`src/rtl/mbrtu_pkg.sv`:
```
// Shared constants, types and CRC helper functions for the Modbus RTU response deframer.
`timescale 1ns / 1ps

package mbrtu_pkg;

  localparam int unsigned PAYLOAD_BYTES_DEF = 52;
  // Address, function code, length byte and two CRC bytes.
  localparam int unsigned FRAME_OVERHEAD    = 5;
  localparam int unsigned IDX_W             = 6;
  localparam int unsigned CFG_IDX_W         = 2;
  localparam int unsigned CFG_DATA_W        = 8;

  localparam logic [7:0]  DEV_ADDR_RST  = 8'h01;
  localparam logic [7:0]  FUNC_CODE_RST = 8'h03;
  localparam logic [15:0] CRC_INIT      = 16'hFFFF;
  // Bit-reversed form of the polynomial 0x8005.
  localparam logic [15:0] CRC_POLY_REFL = 16'hA001;

  typedef enum logic [CFG_IDX_W-1:0] {
    REG_DEVICE_ADDRESS = 2'd0,
    REG_FUNCTION_CODE  = 2'd1
  } cfg_reg_t;

  typedef struct packed {
    logic [7:0] device_address;
    logic [7:0] function_code;
  } hdr_cfg_t;

  // Eight shift/xor steps of the reflected CRC, no data byte mixed in.
  function automatic logic [15:0] crc_byte_shift(input logic [15:0] v);
    logic [15:0] c;
    c = v;
    for (int b = 0; b < 8; b++) begin
      if (c[0]) begin
        c = (c >> 1) ^ CRC_POLY_REFL;
      end else begin
        c = c >> 1;
      end
    end
    return c;
  endfunction

  // Applies the byte step n times; used only on constants at elaboration.
  function automatic logic [15:0] crc_advance(input logic [15:0] v, input int unsigned n);
    logic [15:0] c;
    c = v;
    for (int unsigned i = 0; i < n; i++) begin
      c = crc_byte_shift(c);
    end
    return c;
  endfunction

  // Columns of the linear map that removes a byte leaving the CRC span.
  function automatic logic [7:0][15:0] crc_drop_cols(input int unsigned n);
    logic [7:0][15:0] cols;
    for (int b = 0; b < 8; b++) begin
      cols[b] = crc_advance(16'(1) << b, n);
    end
    return cols;
  endfunction

endpackage

```
`src/rtl/modbus_rtu_response_deframer.sv`:
```
// Top level of the Modbus RTU read-response deframer with CRC-16 check.
//
// Usage: received serial bytes enter on in_valid/in_rx_byte, one transaction
// per byte, taken at an edge where in_valid is high and in_stall is low.
// The last PAYLOAD_BYTES + 5 bytes form a sliding window; when it holds a
// frame with the configured address and function code, a length byte equal
// to PAYLOAD_BYTES and a matching CRC-16 (low byte first), the payload bytes
// leave on out_valid/out_payload_byte with out_byte_index and out_last_byte.
// The window then empties, so overlapping frames are never reported.
// Throughput: one input byte per cycle while in_stall is low; the window,
// CRC update and check complete in the cycle the byte is taken. A frame's
// payload bytes pass a queue slot and the output register, one per cycle while
// out_stall is low. Frames wait in a two-entry queue; in_stall rises only
// when both entries hold undelivered frames, which with a free-running
// output never happens. A stalled output holds its transaction unchanged.
// Reset (rst_n low, synchronous) empties the window and the queue and sets
// the address to 1 and the function code to 3; cfg_we writes them any time.

`timescale 1ns / 1ps

module modbus_rtu_response_deframer #(
  parameter int unsigned PAYLOAD_BYTES = mbrtu_pkg::PAYLOAD_BYTES_DEF
) (
  input  logic                                 clk,
  input  logic                                 rst_n,
  input  logic                                 cfg_we,
  input  logic [mbrtu_pkg::CFG_IDX_W-1:0]      cfg_index,
  input  logic [mbrtu_pkg::CFG_DATA_W-1:0]     cfg_wdata,
  input  logic                                 in_valid,
  output logic                                 in_stall,
  input  logic [7:0]                           in_rx_byte,
  output logic                                 out_valid,
  input  logic                                 out_stall,
  output logic [7:0]                           out_payload_byte,
  output logic [mbrtu_pkg::IDX_W-1:0]          out_byte_index,
  output logic                                 out_last_byte
);

  mbrtu_pkg::hdr_cfg_t           hdr_cfg_r;
  mbrtu_pkg::hdr_cfg_t           hdr_cfg_nxt;
  logic                          q_full;
  logic                          push;
  logic [PAYLOAD_BYTES-1:0][7:0] push_data;

  always_comb begin
    hdr_cfg_nxt = hdr_cfg_r;
    if (cfg_we) begin
      case (mbrtu_pkg::cfg_reg_t'(cfg_index))
        mbrtu_pkg::REG_DEVICE_ADDRESS: hdr_cfg_nxt.device_address = cfg_wdata[7:0];
        mbrtu_pkg::REG_FUNCTION_CODE:  hdr_cfg_nxt.function_code  = cfg_wdata[7:0];
        default:                       hdr_cfg_nxt = hdr_cfg_r;
      endcase
    end
  end

  always_ff @(posedge clk) begin
    if (!rst_n) begin
      hdr_cfg_r.device_address <= mbrtu_pkg::DEV_ADDR_RST;
      hdr_cfg_r.function_code  <= mbrtu_pkg::FUNC_CODE_RST;
    end else begin
      hdr_cfg_r <= hdr_cfg_nxt;
    end
  end

  mbrtu_front #(
    .PAYLOAD_BYTES (PAYLOAD_BYTES)
  ) u_front (
    .clk        (clk),
    .rst_n      (rst_n),
    .in_valid   (in_valid),
    .in_rx_byte (in_rx_byte),
    .in_stall   (in_stall),
    .q_full     (q_full),
    .hdr_cfg    (hdr_cfg_r),
    .push       (push),
    .push_data  (push_data)
  );

  mbrtu_back #(
    .PAYLOAD_BYTES (PAYLOAD_BYTES)
  ) u_back (
    .clk              (clk),
    .rst_n            (rst_n),
    .push             (push),
    .push_data        (push_data),
    .q_full           (q_full),
    .out_valid        (out_valid),
    .out_stall        (out_stall),
    .out_payload_byte (out_payload_byte),
    .out_byte_index   (out_byte_index),
    .out_last_byte    (out_last_byte)
  );

endmodule

```
`src/rtl/mbrtu_front.sv`:
```
// Front end: byte window, sliding CRC and frame validation.
`timescale 1ns / 1ps

module mbrtu_front #(
  parameter int unsigned PAYLOAD_BYTES = mbrtu_pkg::PAYLOAD_BYTES_DEF
) (
  input  logic                           clk,
  input  logic                           rst_n,
  input  logic                           in_valid,
  input  logic [7:0]                     in_rx_byte,
  output logic                           in_stall,
  input  logic                           q_full,
  input  mbrtu_pkg::hdr_cfg_t            hdr_cfg,
  output logic                           push,
  output logic [PAYLOAD_BYTES-1:0][7:0]  push_data
);

  localparam int unsigned FRAME_LEN = PAYLOAD_BYTES + mbrtu_pkg::FRAME_OVERHEAD;
  localparam int unsigned SPAN      = FRAME_LEN - 2;
  localparam int unsigned FILL_W    = $clog2(FRAME_LEN + 1);
  localparam logic [15:0] CRC_K     = mbrtu_pkg::crc_advance(mbrtu_pkg::CRC_INIT, SPAN);
  localparam logic [7:0][15:0] DROP_COLS = mbrtu_pkg::crc_drop_cols(SPAN + 1);

  logic [7:0]        win_r     [FRAME_LEN];
  logic [7:0]        win_shift [FRAME_LEN];
  logic [7:0]        win_nxt   [FRAME_LEN];
  logic [15:0]       crc_r;
  logic [15:0]       crc_nxt;
  logic [15:0]       crc_slid;
  logic [15:0]       crc_drop;
  logic [FILL_W-1:0] fill_r;
  logic [FILL_W-1:0] fill_nxt;
  logic [FILL_W-1:0] fill_inc;
  logic              take;
  logic              hdr_ok;
  logic              crc_ok;
  logic              frame_ok;

  assign in_stall = q_full;
  assign take     = in_valid && !q_full;

  // The running value is a zero-init CRC over the span; the init term is a constant.
  always_comb begin
    crc_drop = '0;
    for (int b = 0; b < 8; b++) begin
      if (win_r[0][b]) begin
        crc_drop = crc_drop ^ DROP_COLS[b];
      end
    end
    crc_slid = mbrtu_pkg::crc_byte_shift(crc_r ^ {8'h00, win_r[SPAN]}) ^ crc_drop;
  end

  always_comb begin
    for (int i = 0; i < FRAME_LEN - 1; i++) begin
      win_shift[i] = win_r[i+1];
    end
    win_shift[FRAME_LEN-1] = in_rx_byte;
  end

  assign fill_inc = (fill_r == FILL_W'(FRAME_LEN)) ? fill_r : fill_r + FILL_W'(1);

  assign hdr_ok = (win_shift[0] == hdr_cfg.device_address) &&
                  (win_shift[1] == hdr_cfg.function_code) &&
                  (win_shift[2] == 8'(PAYLOAD_BYTES));
  assign crc_ok = (crc_slid ^ CRC_K) == {win_shift[FRAME_LEN-1], win_shift[FRAME_LEN-2]};

  assign frame_ok = (fill_inc == FILL_W'(FRAME_LEN)) && hdr_ok && crc_ok;
  assign push     = take && frame_ok;

  always_comb begin
    for (int i = 0; i < PAYLOAD_BYTES; i++) begin
      push_data[i] = win_shift[3+i];
    end
  end

  // An accepted frame empties the window so none of its bytes is reused.
  always_comb begin
    win_nxt  = win_r;
    crc_nxt  = crc_r;
    fill_nxt = fill_r;
    if (take) begin
      if (frame_ok) begin
        for (int i = 0; i < FRAME_LEN; i++) begin
          win_nxt[i] = 8'h00;
        end
        crc_nxt  = '0;
        fill_nxt = '0;
      end else begin
        win_nxt  = win_shift;
        crc_nxt  = crc_slid;
        fill_nxt = fill_inc;
      end
    end
  end

  always_ff @(posedge clk) begin
    if (!rst_n) begin
      for (int i = 0; i < FRAME_LEN; i++) begin
        win_r[i] <= 8'h00;
      end
      crc_r  <= '0;
      fill_r <= '0;
    end else begin
      win_r  <= win_nxt;
      crc_r  <= crc_nxt;
      fill_r <= fill_nxt;
    end
  end

  a_fill_bounded: assert property (@(posedge clk) disable iff (!rst_n)
    fill_r <= FILL_W'(FRAME_LEN))
    else $error("fill count beyond frame length");

  a_push_clears: assert property (@(posedge clk) disable iff (!rst_n)
    push |=> (fill_r == '0) && (crc_r == '0))
    else $error("window not emptied after an accepted frame");

endmodule

```
`src/rtl/mbrtu_back.sv`:
```
// Back end: two-entry frame queue fed to the output register one byte per unstalled cycle.
`timescale 1ns / 1ps

module mbrtu_back #(
  parameter int unsigned PAYLOAD_BYTES = mbrtu_pkg::PAYLOAD_BYTES_DEF
) (
  input  logic                                clk,
  input  logic                                rst_n,
  input  logic                                push,
  input  logic [PAYLOAD_BYTES-1:0][7:0]       push_data,
  output logic                                q_full,
  output logic                                out_valid,
  input  logic                                out_stall,
  output logic [7:0]                          out_payload_byte,
  output logic [mbrtu_pkg::IDX_W-1:0]         out_byte_index,
  output logic                                out_last_byte
);

  localparam int unsigned IDX_W = mbrtu_pkg::IDX_W;

  logic [PAYLOAD_BYTES-1:0][7:0] slot_r [2];
  logic [1:0]       slot_vld_r;
  logic [1:0]       slot_vld_nxt;
  logic             hd_r;
  logic             hd_nxt;
  logic             tl_r;
  logic             tl_nxt;
  logic [IDX_W-1:0] idx_r;
  logic [IDX_W-1:0] idx_nxt;
  logic             out_valid_r;
  logic             out_valid_nxt;
  logic [7:0]       out_byte_r;
  logic [IDX_W-1:0] out_idx_r;
  logic             out_last_r;
  logic             load;
  logic             pop;
  logic             idx_last;

  assign q_full   = slot_vld_r[0] && slot_vld_r[1];
  assign load     = !out_valid_r || !out_stall;
  assign pop      = slot_vld_r[hd_r] && load;
  assign idx_last = (idx_r == IDX_W'(PAYLOAD_BYTES - 1));

  always_comb begin
    slot_vld_nxt  = slot_vld_r;
    hd_nxt        = hd_r;
    tl_nxt        = tl_r;
    idx_nxt       = idx_r;
    out_valid_nxt = out_valid_r;
    if (load) begin
      out_valid_nxt = slot_vld_r[hd_r];
    end
    if (pop) begin
      if (idx_last) begin
        slot_vld_nxt[hd_r] = 1'b0;
        hd_nxt             = !hd_r;
        idx_nxt            = '0;
      end else begin
        idx_nxt = idx_r + IDX_W'(1);
      end
    end
    if (push) begin
      slot_vld_nxt[tl_r] = 1'b1;
      tl_nxt             = !tl_r;
    end
  end

  always_ff @(posedge clk) begin
    if (!rst_n) begin
      slot_vld_r  <= '0;
      hd_r        <= 1'b0;
      tl_r        <= 1'b0;
      idx_r       <= '0;
      out_valid_r <= 1'b0;
    end else begin
      slot_vld_r  <= slot_vld_nxt;
      hd_r        <= hd_nxt;
      tl_r        <= tl_nxt;
      idx_r       <= idx_nxt;
      out_valid_r <= out_valid_nxt;
    end
  end

  // A push always targets the free slot, so it never meets the slot being drained.
  always_ff @(posedge clk) begin
    if (push) begin
      slot_r[tl_r] <= push_data;
    end
    if (pop) begin
      slot_r[hd_r] <= slot_r[hd_r] >> 8;
      out_byte_r   <= slot_r[hd_r][0];
      out_idx_r    <= idx_r;
      out_last_r   <= idx_last;
    end
  end

  assign out_valid        = out_valid_r;
  assign out_payload_byte = out_byte_r;
  assign out_byte_index   = out_idx_r;
  assign out_last_byte    = out_last_r;

  a_no_push_full: assert property (@(posedge clk) disable iff (!rst_n)
    push |-> !q_full)
    else $error("frame pushed into a full queue");

  a_last_index: assert property (@(posedge clk) disable iff (!rst_n)
    (out_valid && out_last_byte) |-> (out_byte_index == IDX_W'(PAYLOAD_BYTES - 1)))
    else $error("last byte flag at wrong index");

  a_frame_contiguous: assert property (@(posedge clk) disable iff (!rst_n)
    (out_valid && !out_last_byte) |=> out_valid)
    else $error("gap inside a frame on the output");

endmodule

```
`config.mk`:
```
export PLATFORM = sky130hd
export DESIGN_NAME = modbus_rtu_response_deframer
export DESIGN_NICKNAME = d
export VERILOG_FILES = /design/src/rtl/mbrtu_pkg.sv /design/src/rtl/modbus_rtu_response_deframer.sv /design/src/rtl/mbrtu_front.sv /design/src/rtl/mbrtu_back.sv
export SDC_FILE = /design/constraint.sdc
export NUM_CORES = 2
export LEC_CHECK = 0
export ABC_AREA = 1
export BUFFER_PORTS_ARGS = -buffer_cell sky130_fd_sc_hd__buf_4
export CORE_UTILIZATION = 58
export CTS_BUF_LIST = sky130_fd_sc_hd__clkbuf_4 sky130_fd_sc_hd__clkbuf_8 sky130_fd_sc_hd__clkbuf_16
export CTS_CLUSTER_DIAMETER = 100
export DETAILED_ROUTE_END_ITERATION = 16
export PLACE_DENSITY = 0.72
export SLEW_MARGIN = 20
export SYNTH_ARGS = -nofsm -noshare
export SYNTH_HDL_FRONTEND = slang
export SYNTH_SLANG_ARGS = --single-unit
```
`constraint.sdc`:
```
create_clock -name clk -period 22.6 [get_ports clk]
set_input_delay 2.26 -clock clk [delete_from_list [all_inputs] [get_ports clk]]
set_output_delay 2.26 -clock clk [all_outputs]
set_load 0.05 [all_outputs]
```
# Word-level counts from Yosys, hierarchy flattened
# Memories as Yosys holds them, arrays and structs flattened. A register that Yosys moved wholly into a read port is not among the register bits.
# Cells that the tools add are included.
[word_totals] output_inout_bits=17 in_bits=23 ramBits=832 regBits=520 mem_count=1 elab_cells=161
[mem_list] name="u_back.slot_r" words=2 width=416 read_ports=1 rd_clocked_by_memory_dff=1 wr=2 line_no="mbrtu_back.sv:21" text="logic [PAYLOAD_BYTES-1:0][7:0] slot_r [2];"
[op_classes] reduce_logical=20 bitwise_logic=21 muxes=36 n_lt_le_gt_ge=4 add_sub_neg=2 eq_ne=8
[op_table] cell="456-bit two-way mux" n=1
[op_table] cell="16-bit two-way mux" n=13
[op_table] cell="13-bit NOT" n=4
[op_table] cell="11-bit NOT" n=3
[op_table] cell="15-bit two-way mux" n=2
[op_table] cell="14-bit two-way mux" n=2
[op_table] cell="2-bit NOT with 3-bit output" n=8
[op_table] cell="6-bit == test, second input constant" n=3
[op_table] cell="6-bit two-way mux" n=3
[op_table] cell="16-bit == test" n=1
[op_table] cell="8-bit == test" n=2
[op_table] cell="16-bit XOR" n=1
[op_table] cell="16-bit by 8-bit XOR with 16-bit output" n=1
[op_table] cell="6-bit by 1-bit adder with 6-bit output, second input constant" n=2
[op_table] cell="1-bit logical AND" n=10
[op_table] cell="1-bit two-way mux" n=10
[op_table] cell="8-bit by 6-bit == test with 1-bit output, second input constant" n=1
[op_table] cell="2-bit two-way mux" n=3
[op_table] cell="2-bit AND reduction" n=3
[op_table] cell="1-bit zero test" n=5
[op_table] cell="1-bit by 2-bit < comparator with 1-bit output, second input constant" n=2
[op_table] cell="4-bit NOT" n=1
[op_table] cell="2-bit AND" n=1
[op_table] cell="1-bit demux with 1-bit select" n=2
[op_table] cell="6 further kinds" n=7

# Depth between registers and ports, before layout
[depth] word_depth=24 mapped_depth=24 depth_no_buf=21

# Modules after synthesis
# From an unflattened synthesis, not the netlist that was laid out.
[unflattened] cells_unflattened=7320 hier_area_um2=66369.9
[modules_own_cells] module="mbrtu_back" area_per_inst_um2=40744.1 seq_area_each_um2=25514.5 instances=1 cells_per_inst=3355
[modules_own_cells] module="mbrtu_front" area_per_inst_um2=24910.1 seq_area_each_um2=9569.2 instances=1 cells_per_inst=3865
[modules_own_cells] module="modbus_rtu_response_deframer" area_per_inst_um2=715.7 seq_area_each_um2=320.3 instances=1 cells_per_inst=100

# Worst setup path after synthesis
# Ideal clock, no wire load.
[synth_path] path_type="input-to-reg" startpoint="in in_rx_byte[0]" endpoint="mem u_back.slot_r[1][0] (netlist name) (enable)" required_ns=19.646 arrival_ns=9.763 setup_ns=2.954 path_slack_ns=9.883 cell_stages=9 path_buffers=2 path_cell_list="nand3b_1 -> nand2_1 -> nor2_1 -> nand2_1 -> nor2_2 -> nand4_1 -> buf_2 -> clkbuf_1 -> nand2_1"
[synth_lines] item="from (decl)" line_no="modbus_rtu_response_deframer.sv:31" text="input logic [7:0] in_rx_byte,"
[synth_lines] item="to (decl)" line_no="mbrtu_back.sv:21"

==> summary.txt <==
Clock network
  – H-Tree Depth: 4
  – Root buffer cell: clkbuf_16
  – Hold bufs inserted after CTS: 0
  – Worst-Skew Late Latency: 740 ps
  – CTS Buf Count: 141
  – CTS sink count: 1353
  – Post-CTS sizing: 0
  – Post-CTS Setup Inserts: 0
  – Clock slew at reported path FFs: 60 ps
  – Clock buffer depth: 3
  – CTS tree: done

Synth
  – Synth top area cells: edfxtp_1, dfxtp_1, nand2_1
  – Seq cells post-synth: 1353
  – Synth Area in Adders: 0.0606%
  – Mean Syn Cell Area: 9.09 µm²
  – Syn nets: 6847
  – Simple-gate area share of the yosys netlist: 19.7%
  – Compound-gate portion of the synthesized area: 10.8%
  – Yosys warnings: 0
  – Gate count after technology mapping: 6821
  – XOR/XNOR Fraction of Synth Area: 0.450%
  – Post-Syn Area: 0.0620 mm²
  – Post-synthesis sequential area ratio: 57.1%
  – Largest family of logic cells by synthesized area: simple AND/OR/NAND/NOR gates
  – Top cell type's share of synthesized area: 40.3%
  – Synth unique cells: 34
  – Yosys top cell by area: edfxtp_1
  – Mux cell area share after synthesis: 7.41%

Global routing
  – Initial antenna violation count: 0
  – GRT Total Usage: 27.0%
  – First-pass GRT wire length: 240 mm
  – GRT overflow: 0
  – Gr busiest metal: met2
  – Met3 Track Usage GR: 3.52%
  – Pin count of the biggest net entering global routing: 203
  – Met1 usage: 35.6%
  – Number of global-route vias before repair: 45800
  – Met2 GRT Util: 47.0%

Finish
  – Fin util: 63.5%
  – Antenna cells: 0
  – Area grow syn2layout: 8.20%
  – Final net count: 6544
  – Post-route insts no fill: 8027
  – Layout cell share with drive strength beyond 1: 11.9%

Min path
  – Hold crit path type: reg2reg

Detailed routing
  – DR vias/cell: 5.89
  – 1st-iter DRT viols: 4419
  – Total routed wirelength: 148 mm
  – DRC viols: 1
  – Antenna viol nets, final: 0
  – Vias post-DR: 47300
  – Drt pass-1 iters: 12
  – Wire per inst: 18.4 µm

Place
  – Port buffer count: 39
  – Post-DP HPWL: 71.6 mm
  – Placed instance count: 7766
  – RePlAce Congestion: 0.829

STA
  – Worst-Margin Slew: 1400 ps
  – Hold WS: 450 ps
  – Max frequency: 0.142 GHz
  – Skew final: 27.7 ps
  – Fin Setup TNS: 0 ps
  – Final setup fails: 0
  – Slew Viols, Final: 0
  – Crit path time final: 7050 ps
  – Final period util: 31.2%
  – Final Hold Fails: 0
  – Relative slew margins: 6.56%
  – RSZ-0062 raised after global routing: false

Floorplanning
  – Top Ports: 40
  – CORE AREA: 0.106 mm²
  – Row Count: 119
  – Die Y: 329 µm
  – Die W: 329 µm
  – Die area: 0.108 mm²
  – Initial core utilization: 58.7%

Power and ir drop
  – Psw: 1.04 mW
  – Switching share of total power: 20.5%
  – Tot Pwr: 5.06 mW
  – Pwr dens: 75.4 mW/mm²
  – Combinational share of power: 2.1%
  – Max VDD drop: 0.0569 mV
  – Flop pwr share: 51.4%
  – Clock power frac: 46.5%
  – Int Power: 4.02 mW
  – Pleak: 19.4 nW

Worst setup path
  – Worst setup SP type: input pin
  – CP required: 22950 ps
  – Crit path kind: in2reg
  – Critical Path Sink Type: flop
  – WP data arrival: 7400 ps
  – Critical-path maximum fanout: 162

Run status
  – Failing checks: DRC
  – Status: finished, violations left

Run
  – Max_cap viols: 0
metal layers:
| layer | vias to the layer above | wire length (µm) | share of wire (%) |
|---|---|---|---|
| met4 | 0 | 2210 | 1.5 |
| met3 | 192 | 9390 | 6.4 |
| met2 | 1567 | 73000 | 49 |
| met1 | 22900 | 62900 | 43 |
| met5 | - | 0 | 0 |
| li1 | 22600 | - | - |
power by group through the flow:
stage / clock network, mW / registers, mW / logic [mW]
6_report: 2.35 / 2.60 / 0.107
5_1_grt: 2.47 / 2.60 / 0.118
4_1_cts: 2.38 / 2.60 / 0.107
3_5_place_dp: 0 / 2.65 / 0.107
3_3_place_gp: 0 / 2.65 / 0.106
2_1_floorplan: 0 / 2.65 / 0.0764
kinds of logic (layout without fill, tap and decap cells):
kind of cell,after synthesis,count (layout)
AO/OA/AOI/OAI,1331,1331
XOR/XNOR,31,31
adder cells (fa/ha/maj),3,3
buffers and inverters,653,468
flip-flops,1353,1353
multiplexers,408,408
AND/OR/NAND/NOR,3042,3042
worst max-delay path, stage by stage:
cell,delay [ps]
buf_4,110
nand2_1,110
inv_1,80
nor3_2,100
buf_4,760
inv_8,450
nand2_4,710
buf_12,700
buf_12,730
buf_4,880
per-stage QoR:
| step | instance area (µm²) | setup slack (ps) |
|---|---|---|
| 2_1_floorplan | 62000 | 9880 |
| 5_1_grt | 67100 | 15400 |
| 3_3_place_gp | 62300 | 14820 |
| 3_5_place_dp | 62300 | 14870 |
| 6_report | 67100 | 15550 |
| 4_1_cts | 67100 | 15650 |
cell usage after synthesis:
cell,count
o22ai_1,1
buf_2,53
nand3b_1,15
nor3b_1,2
xor2_1,16
nand2_1,2390
buf_4,13
mux2_2,408
o21ai_0,539
buf_1,38
and3_1,1
inv_2,8
a21oi_1,490
nand2_2,2
dfxtp_1,522
edfxtp_1,831
o21ai_2,3
nand3_1,531
nor2_1,79
nand3_2,2
inv_1,101
o211ai_1,1
xnor2_1,14
or2_2,2
o21ai_1,297
nand4_1,5
clkinv_1,2
nor3_1,8
clkbuf_1,411
nor2_2,2
xnor2_2,1
ha_1,3
buf_6,27
nand2_4,3
final cells by class:
class                      instances  area, µm²
inverter                         111        447
clock inverter                    32        270
sequential                      1353      35400
tap                             1391       1740
clock buffer                     229       4500
multi-input combinational       4815      23900
fill                            8464      38500
timing repair buffer              96        846
worst paths after layout:
check,start,to,slack (ps),cells past startpoint
worst min register to register,u_back.idx_r[5]$_SDFFE_PN0P_,u_back.out_byte_index[5]$_DFFE_PP_,450,0
worst min-delay path,u_back.idx_r[5]$_SDFFE_PN0P_,u_back.out_byte_index[5]$_DFFE_PP_,450,0
worst max-delay path,out_stall,u_back.slot_r[0][347]$_DFFE_PP_,15550,10
worst max register to register,u_front.win_r[453]$_SDFFE_PN0P_,u_back.slot_r[0][347]$_DFFE_PP_,16500,20
sequential cells by signal, summed over array words and instances, names as in the netlist, named ones only:
| signal | count |
|---|---|
| u_back.out_last_byte | 1 |
| u_back.out_byte_index | 6 |
| hdr_cfg_r | 16 |
| u_back.tl_r | 1 |
| u_back.slot_vld_r | 2 |
| u_front.win_r | 40 |
| u_back.slot_r | 832 |
| u_back.idx_r | 6 |
| u_back.hd_r | 1 |
| u_front.push_data | 416 |
| u_front.crc_r | 16 |
| u_front.fill_r | 6 |
| u_back.out_payload_byte | 8 |
| u_back.out_valid | 1 |
cell usage in the layout, fill, tap and decap left out, drive strengths merged, types with 5 or more instances in the layout:
cell type,n
a21oi,490
buf,96
clkbuf,229
clkinv,26
dfxtp,522
edfxtp,831
inv,113
mux2,408
nand2,2395
nand3,533
nand3b,15
nand4,5
nor2,81
nor3,8
o21ai,839
xnor2,15
xor2,16
(Power assumes the default switching activity.)
